===== src/rtl/rut_pkg.sv =====
`default_nettype none
// ----------------------------------------------------------------------------
// rut_pkg: shared types and codes for the register usage tracker
// Request kinds, use modes, sequencer states and the layout of one entry of
// the virtual register list.
// ----------------------------------------------------------------------------
package rut_pkg;

   localparam int HANDLE_W = 32;  // virtual register handle / real index
   localparam int MASK_W   = 64;  // width of the reported real masks
   localparam int COUNT_W  = 4;   // width of the reported virtual count

   typedef enum logic [1:0] {
      KIND_ADD   = 2'd0,
      KIND_QUERY = 2'd1,
      KIND_CLEAR = 2'd2
   } kind_type;

   typedef enum logic [1:0] {
      MODE_READ   = 2'd0,
      MODE_WRITE  = 2'd1,
      MODE_MODIFY = 2'd2
   } mode_type;

   typedef enum logic [1:0] {
      ST_IDLE,
      ST_SCAN,
      ST_RESULT
   } state_type;

   typedef struct packed {
      logic [HANDLE_W-1:0] handle;
      mode_type            mode;
   } entry_type;

endpackage : rut_pkg
`default_nettype wire


===== src/rtl/rut_vlist.sv =====
`default_nettype none
// ----------------------------------------------------------------------------
// rut_vlist: virtual register list storage and handle comparator
// One write port, one read port with registered read data, and the single
// equality compare that the search sequencer reuses every cycle.
// ----------------------------------------------------------------------------
module rut_vlist import rut_pkg::*; #(
   parameter  int DEPTH = 8,
   localparam int AW    = (DEPTH > 1) ? $clog2(DEPTH) : 1
) (
   input  wire logic                          clock,
   input  wire logic                          wr_en,
   input  wire logic [AW-1:0]                 wr_addr,
   input  wire entry_type                     wr_data,
   input  wire logic [AW-1:0]                 rd_addr,
   input  wire logic [HANDLE_W-1:0]           key,
   output      entry_type                     rd_data,
   output      logic                          rd_match
);

   entry_type mem_ff [DEPTH];
   entry_type rd_data_ff;

   always_ff @(posedge clock) begin
      if (wr_en) begin
         mem_ff[wr_addr] <= wr_data;
      end
   end

   always_ff @(posedge clock) begin
      rd_data_ff <= mem_ff[rd_addr];
   end

   assign rd_data  = rd_data_ff;
   assign rd_match = (rd_data_ff.handle == key);

endmodule : rut_vlist
`default_nettype wire


===== src/rtl/register_usage_tracker.sv =====
`default_nettype none
// ----------------------------------------------------------------------------
// register_usage_tracker: per-instruction register usage table
// Records read, write and modify uses of real registers in two bit masks and
// of virtual registers in a small list searched by handle; answers queries.
// ----------------------------------------------------------------------------
//
//   channel   ports                                        direction
//   -------   ------------------------------------------   ---------
//   req       req_valid / req_stall, kind, use_mode,        in
//             is_virtual, reg_id
//   rsp       rsp_valid / rsp_stall, found, overflow,       out
//             entry_mode, read_bits, write_bits, virtual_count
//
// Timing: a real register, clear or unused-kind transaction goes from accept
//   straight to result. A virtual add or query compares list entries up to
//   and including a hit (all of them on a miss) before its result: the list is
//   walked one entry per cycle through one read port and one handle comparator.
// Reset: synchronous, clears the masks, the entry count and the sequencer.
//   List contents are not cleared; only entries below the count are read.
// Stalls: a result sits in the output register until taken; the next request
//   is accepted meanwhile, and its result waits in ST_RESULT for the slot.
// ----------------------------------------------------------------------------
module register_usage_tracker import rut_pkg::*; #(
   parameter int VIRTUAL_SLOTS = 8,
   parameter int REAL_REGS     = 64
) (
   input  wire logic                 clock,
   input  wire logic                 reset,
   // request channel
   input  wire logic                 req_valid,
   output      logic                 req_stall,
   input  wire logic [1:0]           req_kind,
   input  wire logic [1:0]           req_use_mode,
   input  wire logic                 req_is_virtual,
   input  wire logic [HANDLE_W-1:0]  req_reg_id,
   // response channel
   output      logic                 rsp_valid,
   input  wire logic                 rsp_stall,
   output      logic                 rsp_found,
   output      logic                 rsp_overflow,
   output      logic [1:0]           rsp_entry_mode,
   output      logic [MASK_W-1:0]    rsp_read_bits,
   output      logic [MASK_W-1:0]    rsp_write_bits,
   output      logic [COUNT_W-1:0]   rsp_virtual_count
);

   localparam int AW = (VIRTUAL_SLOTS > 1) ? $clog2(VIRTUAL_SLOTS) : 1;  // list index
   localparam int CW = $clog2(VIRTUAL_SLOTS + 1);                         // entry count
   localparam int RW = (REAL_REGS > 1) ? $clog2(REAL_REGS) : 1;           // real index

   // ---------------------------------------------------------------- state
   state_type             state_ff, state_in;

   // latched request
   logic [1:0]            kind_ff, kind_in;
   mode_type              mode_ff, mode_in;
   logic                  virt_ff, virt_in;
   logic [HANDLE_W-1:0]   reg_ff, reg_in;

   // search sequencer
   logic [CW-1:0]         idx_ff, idx_in;        // next entry to read
   logic                  pend_ff, pend_in;      // a read is in flight to compare
   logic [AW-1:0]         cmp_idx_ff, cmp_idx_in;
   logic                  hit_ff, hit_in;
   logic [AW-1:0]         hit_idx_ff, hit_idx_in;
   mode_type              hit_mode_ff, hit_mode_in;

   // architectural table state
   logic [CW-1:0]         count_ff, count_in;
   logic [REAL_REGS-1:0]  rmask_ff, rmask_in;
   logic [REAL_REGS-1:0]  wmask_ff, wmask_in;

   // output register
   logic                  rsp_valid_ff, rsp_valid_in;
   logic                  found_ff, found_in;
   logic                  overflow_ff, overflow_in;
   mode_type              emode_ff, emode_in;
   logic [MASK_W-1:0]     rbits_ff, rbits_in;
   logic [MASK_W-1:0]     wbits_ff, wbits_in;
   logic [COUNT_W-1:0]    vcount_ff, vcount_in;

   // list storage interface
   logic                  wr_en;
   logic [AW-1:0]         wr_addr;
   entry_type             wr_data;
   entry_type             rd_data;
   logic                  rd_match;

   logic                  req_accept;
   logic                  out_free;
   logic                  scan_more;
   logic                  is_search;
   logic                  real_in_range;
   logic [REAL_REGS-1:0]  reg_bit;

   // ------------------------------------------------------- list storage
   rut_vlist #(
      .DEPTH (VIRTUAL_SLOTS)
   ) u_vlist (
      .clock    (clock),
      .wr_en    (wr_en),
      .wr_addr  (wr_addr),
      .wr_data  (wr_data),
      .rd_addr  (idx_ff[AW-1:0]),
      .key      (reg_ff),
      .rd_data  (rd_data),
      .rd_match (rd_match)
   );

   // ------------------------------------------------------- common terms
   assign req_accept    = req_valid && !req_stall;
   // The output slot can take a new result when empty or being drained now.
   assign out_free      = !rsp_valid_ff || !rsp_stall;
   assign scan_more     = (idx_ff < count_ff);
   // Virtual adds and queries walk the list; everything else goes straight on.
   assign is_search     = req_is_virtual &&
                          ((req_kind == KIND_ADD) || (req_kind == KIND_QUERY));
   assign real_in_range = (reg_ff < HANDLE_W'(REAL_REGS));
   assign reg_bit       = REAL_REGS'(1) << reg_ff[RW-1:0];

   // ---------------------------------------------------------- next state
   always_comb begin
      state_in = state_ff;
      case (state_ff)
         ST_IDLE: begin
            if (req_valid) begin
               state_in = is_search ? ST_SCAN : ST_RESULT;
            end
         end
         ST_SCAN: begin
            // Stop on the first match, or once every held entry was compared.
            if (pend_ff && rd_match) begin
               state_in = ST_RESULT;
            end else if (!scan_more) begin
               state_in = ST_RESULT;
            end
         end
         ST_RESULT: begin
            if (out_free) begin
               state_in = ST_IDLE;
            end
         end
         default: begin
            state_in = ST_IDLE;
         end
      endcase
   end

   // ---------------------------------------------------- datapath, outputs
   always_comb begin
      req_stall    = (state_ff != ST_IDLE);

      kind_in      = kind_ff;
      mode_in      = mode_ff;
      virt_in      = virt_ff;
      reg_in       = reg_ff;
      idx_in       = idx_ff;
      pend_in      = pend_ff;
      cmp_idx_in   = cmp_idx_ff;
      hit_in       = hit_ff;
      hit_idx_in   = hit_idx_ff;
      hit_mode_in  = hit_mode_ff;
      count_in     = count_ff;
      rmask_in     = rmask_ff;
      wmask_in     = wmask_ff;

      // Drop the held result once taken; a new one may replace it below.
      rsp_valid_in = rsp_valid_ff && rsp_stall;
      found_in     = found_ff;
      overflow_in  = overflow_ff;
      emode_in     = emode_ff;
      rbits_in     = rbits_ff;
      wbits_in     = wbits_ff;
      vcount_in    = vcount_ff;

      wr_en        = 1'b0;
      wr_addr      = hit_idx_ff;
      wr_data      = '{handle: reg_ff, mode: mode_ff};

      case (state_ff)
         ST_IDLE: begin
            if (req_accept) begin
               kind_in = req_kind;
               // An unused mode code counts as modify.
               mode_in = (req_use_mode == MODE_READ)  ? MODE_READ :
                         (req_use_mode == MODE_WRITE) ? MODE_WRITE : MODE_MODIFY;
               virt_in = req_is_virtual;
               reg_in  = req_reg_id;
               idx_in  = '0;
               pend_in = 1'b0;
               hit_in  = 1'b0;
            end
         end

         ST_SCAN: begin
            if (pend_ff && rd_match) begin
               // Hold the matching slot and its stored mode.
               hit_in      = 1'b1;
               hit_idx_in  = cmp_idx_ff;
               hit_mode_in = rd_data.mode;
               pend_in     = 1'b0;
            end else if (scan_more) begin
               // Issue the next read; its data is compared next cycle.
               pend_in    = 1'b1;
               cmp_idx_in = idx_ff[AW-1:0];
               idx_in     = idx_ff + CW'(1);
            end else begin
               pend_in = 1'b0;
            end
         end

         ST_RESULT: begin
            if (out_free) begin
               found_in    = 1'b0;
               overflow_in = 1'b0;
               emode_in    = MODE_READ;

               if (kind_ff == KIND_CLEAR) begin
                  count_in = '0;
                  rmask_in = '0;
                  wmask_in = '0;
               end else if ((kind_ff == KIND_ADD) || (kind_ff == KIND_QUERY)) begin
                  if (virt_ff) begin
                     if (hit_ff) begin
                        found_in = 1'b1;
                        emode_in = hit_mode_ff;
                        // An add with a differing mode promotes the entry to modify.
                        if ((kind_ff == KIND_ADD) && (hit_mode_ff != mode_ff)) begin
                           emode_in = MODE_MODIFY;
                           wr_en    = 1'b1;
                           wr_addr  = hit_idx_ff;
                           wr_data  = '{handle: reg_ff, mode: MODE_MODIFY};
                        end
                     end else if (kind_ff == KIND_ADD) begin
                        if (count_ff < CW'(VIRTUAL_SLOTS)) begin
                           // Append the new handle at the end of the list.
                           wr_en    = 1'b1;
                           wr_addr  = count_ff[AW-1:0];
                           wr_data  = '{handle: reg_ff, mode: mode_ff};
                           count_in = count_ff + CW'(1);
                           emode_in = mode_ff;
                        end else begin
                           overflow_in = 1'b1;
                        end
                     end
                  end else if (real_in_range) begin
                     found_in = |((rmask_ff | wmask_ff) & reg_bit);
                     if (kind_ff == KIND_ADD) begin
                        if (mode_ff != MODE_WRITE) begin
                           rmask_in = rmask_ff | reg_bit;
                        end
                        if (mode_ff != MODE_READ) begin
                           wmask_in = wmask_ff | reg_bit;
                        end
                     end
                  end
               end

               rsp_valid_in = 1'b1;
               rbits_in     = MASK_W'(rmask_in);
               wbits_in     = MASK_W'(wmask_in);
               vcount_in    = COUNT_W'(count_in);
            end
         end

         default: begin
         end
      endcase
   end

   // ---------------------------------------------------------- registers
   always_ff @(posedge clock) begin
      if (reset) begin
         state_ff     <= ST_IDLE;
         pend_ff      <= 1'b0;
         hit_ff       <= 1'b0;
         idx_ff       <= '0;
         count_ff     <= '0;
         rmask_ff     <= '0;
         wmask_ff     <= '0;
         rsp_valid_ff <= 1'b0;
      end else begin
         state_ff     <= state_in;
         pend_ff      <= pend_in;
         hit_ff       <= hit_in;
         idx_ff       <= idx_in;
         count_ff     <= count_in;
         rmask_ff     <= rmask_in;
         wmask_ff     <= wmask_in;
         rsp_valid_ff <= rsp_valid_in;
      end
   end

   always_ff @(posedge clock) begin
      kind_ff     <= kind_in;
      mode_ff     <= mode_in;
      virt_ff     <= virt_in;
      reg_ff      <= reg_in;
      cmp_idx_ff  <= cmp_idx_in;
      hit_idx_ff  <= hit_idx_in;
      hit_mode_ff <= hit_mode_in;
      found_ff    <= found_in;
      overflow_ff <= overflow_in;
      emode_ff    <= emode_in;
      rbits_ff    <= rbits_in;
      wbits_ff    <= wbits_in;
      vcount_ff   <= vcount_in;
   end

   assign rsp_valid         = rsp_valid_ff;
   assign rsp_found         = found_ff;
   assign rsp_overflow      = overflow_ff;
   assign rsp_entry_mode    = emode_ff;
   assign rsp_read_bits     = rbits_ff;
   assign rsp_write_bits    = wbits_ff;
   assign rsp_virtual_count = vcount_ff;

endmodule : register_usage_tracker
`default_nettype wire


===== config.mk =====
export PLATFORM = sky130hd
export DESIGN_NAME = register_usage_tracker
export DESIGN_NICKNAME = d
export VERILOG_FILES = /design/src/rtl/rut_pkg.sv /design/src/rtl/rut_vlist.sv /design/src/rtl/register_usage_tracker.sv
export SDC_FILE = /design/constraint.sdc
export NUM_CORES = 1
export LEC_CHECK = 0
export BUFFER_PORTS_ARGS = -buffer_cell sky130_fd_sc_hd__buf_2
export CORE_MARGIN = 2
export CORE_UTILIZATION = 45
export CTS_BUF_LIST = sky130_fd_sc_hd__clkbuf_16
export DETAILED_ROUTE_END_ITERATION = 6
export GPL_TIMING_DRIVEN = 0
export HOLD_SLACK_MARGIN = 0.1
export SLEW_MARGIN = 20
export SYNTH_ARGS = -nofsm -noshare
export SYNTH_HDL_FRONTEND = slang
export SYNTH_SLANG_ARGS = --single-unit

===== constraint.sdc =====
create_clock -name clock -period 5.95 [get_ports clock]
set_input_delay 0.8925 -clock clock [delete_from_list [all_inputs] [get_ports clock]]
set_output_delay 0.8925 -clock clock [all_outputs]
set_load 0.005 [all_outputs]

==> results.toml, run 1 <==
[outcome]
status = "complete, no violations"

[floorplanning]
die_w_um = 235.5
io_pins = 179
die_y_um = 235.5
floorplan.rows = 84
core_area_um2 = 52760
start_util_pct = 45.69
die_area_um2 = 55440

[pwr]
power.switching_mw = 1.946
swShare_pct = 21.48
powerDensity_nw_per_um2 = 319.0
power.total_mw = 9.059
p_comb_share_pct = 2.9
clkPwrFrac_pct = 44.2
leakage_nw = 10.04
peakVddDrop_v = 0.0001957
p_int_mw = 7.113
p_seq_share_pct = 52.9

[sta]
worstMarginPinSlew_ps = 1008
finalHoldViolCount = 0
finalCritPeriodShare_pct = 69.46
max_freq_ghz = 0.2419
finClkSkew_ps = 20.76
slew_violations = 0
setup_violations = 0
layout_min_cycle_time_ps = 4133
rsz0062_at_grt = "false"
slew_headroom_pct = 32.06
worst_slack_ps = 1817

[cts]
post_cts_buffers = 0
cts_sinks = 628
cts_buffer_depth = 3
cts_buffers = 67
cts_tree = "yes"
cts.clk_slew.worst_paths_ps = 60
cts_resized = 0
ctsRootBufferMaster = "clkbuf_16"
hold_buffers = 0
clock_latency_ps = 610
htreeDepth = 3

[routing]
drt_iter0_markers = 1546
drt-total-wl_mm = 64.25
drc = 0
num_vias = 15570
drtAntennaViolNets = 0
vias_per_cell = 5.642
firstDrtPassIters = 5
routedWlPerCell_um = 23.28

[synthesis]
syn-cell-area_um2 = 24110
synth_most_common_cell = "edfxtp_1"
async_flop_share_pct = 0
ys_ff_latch = 628
seq_area_frac_synth_pct = 70.96
synthTopCellsByCount = "edfxtp_1 (453), nor2_1 (382), a21oi_1 (263)"
syn_area_per_cell_um2 = 13.74
yosysTopAreaCellShare_pct = 56.43
syn_nets = 1800
synth_flop_cell = "edfxtp_1"
yosysTopAreaCell = "edfxtp_1"
synthTopCellsByArea = "edfxtp_1 (56%), dfxtp_1 (15%), mux4_2 (6.4%)"
ys_types = 64
yosysWarnings = 0
synth_edf_count = 453
syn_inst = 1754

[cells_and_area]
final_nets = 2062
layout-drive-gt1-share_pct = 21.49
fin_util_pct = 53.82
area_growth_pct = 17.79
nFillCells = 4382
final_design_area_no_fill_um2 = 28390
instances_no_fill = 2760

[global_routing]
grt_use_total_pct = 23.15
grt_max_degree = 61
antenna_found_initial = 0
grt_pass1_wl_mm = 95.94
first_global_vias = 15170
gr-total-overflow = 0

[worst_setup_path]
worstPathRequired_ps = 6250
worstSetupPathType = "reg -> reg"
startpoint_type = "flip-flop"
crit_fanout = 10
end_kind = "flip-flop"
critPathArrivalTime_ps = 4430

[place]
gp_congestion = 0.8827
port-buffer-count = 178
dp_cells = 2635
dp_slack_ps = 2040
dp_hpwl_mm = 44.00
placed_cell_area_um2 = 26270

[worst_hold_path]
hp-class = "reg -> reg"

[flow_run]
cap_violations = 0
worst max-delay path, cell delays in order, from the launching register on:
cell      delay (ps)
edfxtp_1         510
buf_2            280
clkbuf_1         480
nand2b_1         180
clkbuf_1         540
nor2_1           230
o21ai_0          440
nand4_1          280
nor4_1           640
a311oi_1         240
through the flow:
stage | TNS, ps | hold slack, ps
floorplan | 0 | 385.5
global placement | -250800 | 390.2
detailed placement | 0 | 388.7
CTS | 0 | 402.6
global route | 0 | 403.7
finish | 0 | 403.5
power groups by stage:
| stage | Combinational [mW] | Clock [mW] | Sequential [mW] |
|---|---|---|---|
| after CTS | 0.261 | 4.08 | 4.79 |
| after detailed placement | 0.260 | 0 | 4.88 |
| after floorplan | 0.132 | 0 | 4.87 |
| after global placement | 0.246 | 0 | 4.89 |
| final | 0.263 | 4.01 | 4.79 |
| after global routing | 0.282 | 4.26 | 4.80 |
cell usage in the layout (no fill, tap or decap), drive strengths merged, types with 9 or more instances in the layout:
cell,Yosys,layout
o21ai,29,29
clkbuf,62,133
buf,34,226
inv,13,42
nand2b,12,12
clkinv,1,19
edfxtp,453,453
dfxtp,175,175
nor2,388,388
xor2,31,31
o22ai,9,9
a31oi,15,15
a21oi,263,263
nor4,25,25
nor3,29,29
nand4,11,11
mux2,35,35
mux4,68,68
nand2,15,15
final cells by class:
cell class	instances	area [um2]	area share [%]
Sequential cell	628	17110	60.25
Multi-Input combinational cell	1016	6599	23.24
Clock buffer	70	1752	6.169
Timing Repair Buffer	193	1215	4.279
Tap cell	688	860.8	3.032
Buffer	96	435.4	1.533
Clock inverter	54	371.6	1.309
Inverter	14	52.55	0.1851
Antenna cell	1	2.502	0.008813
final timing paths:
path,from,end,slack (ps),cells after the start
max,reg_ff[4]$_DFFE_PP_,rsp_found$_SDFFCE_PP0P_,1820,9
min reg2reg,u_vlist.rd_data[0]$_DFF_P_,hit_mode_ff[0]$_DFFE_PP_,400,0
min,u_vlist.rd_data[0]$_DFF_P_,hit_mode_ff[0]$_DFFE_PP_,400,0
max reg2reg,reg_ff[4]$_DFFE_PP_,rsp_found$_SDFFCE_PP0P_,1820,9
flip-flops by register name, summed over array words and instances, names as in the netlist:
signal / flops
cmp_idx_ff: 3
count_ff: 4
hit_ff: 1
hit_idx_ff: 3
hit_mode_ff: 2
idx_ff: 4
kind_ff: 2
mode_ff: 2
pend_ff: 1
reg_ff: 32
rmask_ff: 64
rsp_entry_mode: 2
rsp_found: 1
rsp_overflow: 1
rsp_read_bits: 64
rsp_valid: 1
rsp_virtual_count: 4
rsp_write_bits: 64
state_ff: 2
u_vlist.mem_ff: 272
u_vlist.rd_data: 34
virt_ff: 1
wmask_ff: 64
logic make-up after synthesis:
| kind of cell | Yosys count | synth area share, % |
|---|---|---|
| buf+inv | 110 | 2.003 |
| flops | 628 | 70.96 |
| fa+ha+maj | 5 | 0.2595 |
| simple gates | 535 | 10.06 |
| mux | 103 | 7.988 |
| xor+xnor | 36 | 1.308 |
| compound gates | 337 | 7.417 |
metal layers:
layer / global-route usage, % / routed length [um]
met1: 35.20 / 30010
met3: 4.561 / 4994
met2: 33.92 / 27970
met4: 6.466 / 1273
met5: 0 / 0
Power figures use the tool's default switching activity.
==> inputs of run 2 (changes only) <==
ABC_AREA = 1   (was unset)
clock period = 3.9 ns   (was 5.95 ns; I/O delays follow)
==> results.toml, run 2 <==
[synthesis]
synth_flop_cell = "edfxtp_1"
async_flop_share_pct = 0
synthTopCellsByArea = "edfxtp_1 (52%), dfxtp_1 (13%), nand2_1 (6.0%)"
yosysTopAreaCellShare_pct = 51.94
synth_edf_count = 453
yosysTopAreaCell = "edfxtp_1"
synthTopCellsByCount = "edfxtp_1 (453), nand2_1 (417), nor2_1 (390)"
synth_most_common_cell = "edfxtp_1"
ys_ff_latch = 628
ys_types = 35
syn_area_per_cell_um2 = 9.835
syn-cell-area_um2 = 26190
yosysWarnings = 0
syn_nets = 2709
syn_inst = 2663
seq_area_frac_synth_pct = 65.31

[worst_hold_path]
hp-class = "in -> reg"
holdPathStages = 1
hp-start = "req_reg_id[19]"
worstHoldEndpoint = "reg_ff[19]$_DFFE_PP_"

[flow_run]
cap_violations = 0

[sta]
setup_violations = 0
slew_violations = 0
finalSetupTns_ps = 0
rsz0062_at_grt = "false"
slew_headroom_pct = 24.79
worstMarginPinSlew_ps = 1118
max_freq_ghz = 0.2744
finalHoldViolCount = 0
finClkSkew_ps = 24.24
whs_ps = 138.4
finalCritPeriodShare_pct = 93.46
layout_min_cycle_time_ps = 3645

[cells_and_area]
diodes = 0
regMostFlops = "u_vlist.mem_ff"
layout-drive-gt1-share_pct = 10.96
final_common_cell = "edfxtp_1"
final_cell_mix = "edfxtp_1 (453), nand2_1 (417), nor2_1 (381), inv_1 (330), o21ai_0 (276)"
final_nets = 2966
area_growth_pct = 16.11
fin_util_pct = 52.81
instances_no_fill = 3739
largest_reg_flops = 272

[place]
gp_congestion = 1.001
dp_cells = 3616
port-buffer-count = 178
dp_hpwl_mm = 57.38

[worst_setup_path]
slowest_stage = "clkbuf_1"
r2r-end = "u_vlist.mem_ff[4][9]$_DFFE_PP_"
cp_slowest_stage_delay_ps = 810
critPathArrivalTime_ps = 3950
end_kind = "flip-flop"
r2r_setup_slack_ps = 260
critPathBufInv = 4
startpoint_type = "flip-flop"
critical-path-top-delay-family = "simple AND/OR/NAND/NOR gates"
r2r_cells = 10
crit_fanout = 20
path_cells = "inv_1, nor2_1, inv_1, nor2_1, clkbuf_1, nand4_1, nand2_1, nand2_1, nor2_4, buf_16"
worstSetupPathType = "reg -> reg"
worstPathRequired_ps = 4210
worstReg2RegStart = "state_ff[1]$_SDFFE_PP0P_"

[global_routing]
first_global_vias = 19460
antenna_found_initial = 0
gr-total-overflow = 0
grt_max_degree = 92
grt_use_total_pct = 26.17
grt_pass1_wl_mm = 118.0

[cts]
cts_tree = "yes"
hold_buffers = 0
cts.clk_slew.worst_paths_ps = 60
post_cts_buffers = 0
clock_latency_ps = 620
ctsRootBufferMaster = "clkbuf_16"
cts_resized = 0
cts_buffers = 67
htreeDepth = 3
cts_buffer_depth = 3
cts_sinks = 628

[floorplanning]
die_y_um = 245.3
core_area_um2 = 57590
io_pins = 179
floorplan.rows = 88
die_area_um2 = 60150
die_w_um = 245.3
start_util_pct = 45.48

[pwr]
peakVddDrop_v = 0.0003856
powerDensity_nw_per_um2 = 508.5
leakage_nw = 12.74

[routing]
num_vias = 19950
drtAntennaViolNets = 0
drt_iter0_markers = 1841
drt-total-wl_mm = 78.56
routedWlPerCell_um = 21.01
vias_per_cell = 5.335
drc = 0
firstDrtPassIters = 6

[outcome]
status = "complete, no violations"
[run 2: changes by cell type in the layout (fill, tap and decap cells not counted), moves of 29 or more]
| cell | delta |
|---|---|
| nand4_1 | +50 |
| o21ai_0 | +247 |
| clkbuf_1 | +56 |
| mux4_2 | -68 |
| nand3_1 | +123 |
| xor2_1 | -29 |
| o22ai_1 | +29 |
| mux2_2 | -35 |
| nand2_1 | +402 |
| inv_1 | +292 |
| a21oi_1 | -121 |
[run 2: layout make-up]
cell class,count,area [um2]
repair buffers,188,1121
plain buffers,160,715.7
flip-flops and latches,628,17110
multi-input cells,1564,7279
clock inverters,54,337.8
inverters,311,1167
clock buffers,69,1727
well taps,765,957.2
fillers,5174,27170
[run 2: through the flow]
stage	power (mW)	area, um2	setup WS [ps]
global placement	9.576	28040	-1908
CTS	15.58	30410	264.9
finish	15.46	30410	255.0
floorplan	8.876	26190	418.6
global route	16.05	30410	153.3
detailed placement	9.608	28350	62.05
[run 2: cells by family after synthesis]
group | synth area share, %
XOR/XNOR | 0.5685
buffers and inverters | 7.151
adder cells (fa/ha/maj) | 0.2389
AND/OR/NAND/NOR | 15.95
flip-flops | 65.31
AO/OA/AOI/OAI | 10.78
[run 2: metal layers]
metal / part of all wire, % / routed length, um / GRT usage [%] / vias up
met3: 5.4 / 4226 / 3.685 / 173
li1: - / - / - / 9501
met5: 0 / 0 / 0 / -
met1: 41 / 32100 / 33.32 / 9509
met4: 4.5 / 3538 / 11.35 / 0
met2: 49 / 38690 / 44.57 / 766
[run 2: power breakdown]
part / internal, mW / switching [mW]
registers: 7.58 / 0.210
clock network: 3.36 / 2.63
logic: 0.496 / 1.19
[run 2: how the worst max path moves through the flow]
stage | start | to | cells after the start
final | state_ff[1]$_SDFFE_PP0P_ | u_vlist.mem_ff[4][9]$_DFFE_PP_ | 10
after global routing | state_ff[1]$_SDFFE_PP0P_ | u_vlist.mem_ff[4][9]$_DFFE_PP_ | 10
after CTS | state_ff[1]$_SDFFE_PP0P_ | u_vlist.mem_ff[4][9]$_DFFE_PP_ | 10
after detailed placement | rsp_stall | u_vlist.mem_ff[4][8]$_DFFE_PP_ | 10
after global placement | rsp_stall | u_vlist.mem_ff[4][9]$_DFFE_PP_ | 9
after floorplan | rsp_stall | rsp_entry_mode[0]$_SDFFCE_PP0P_ | 5
[run 2: worst reg2reg max path: stages, from the launching register on]
cell and delay (ps):
dfxtp_1 360, inv_1 60, nor2_1 120, inv_1 70
nor2_1 280, clkbuf_1 810, nand4_1 280, nand2_1 180
nand2_1 250, nor2_4 650, buf_16 250
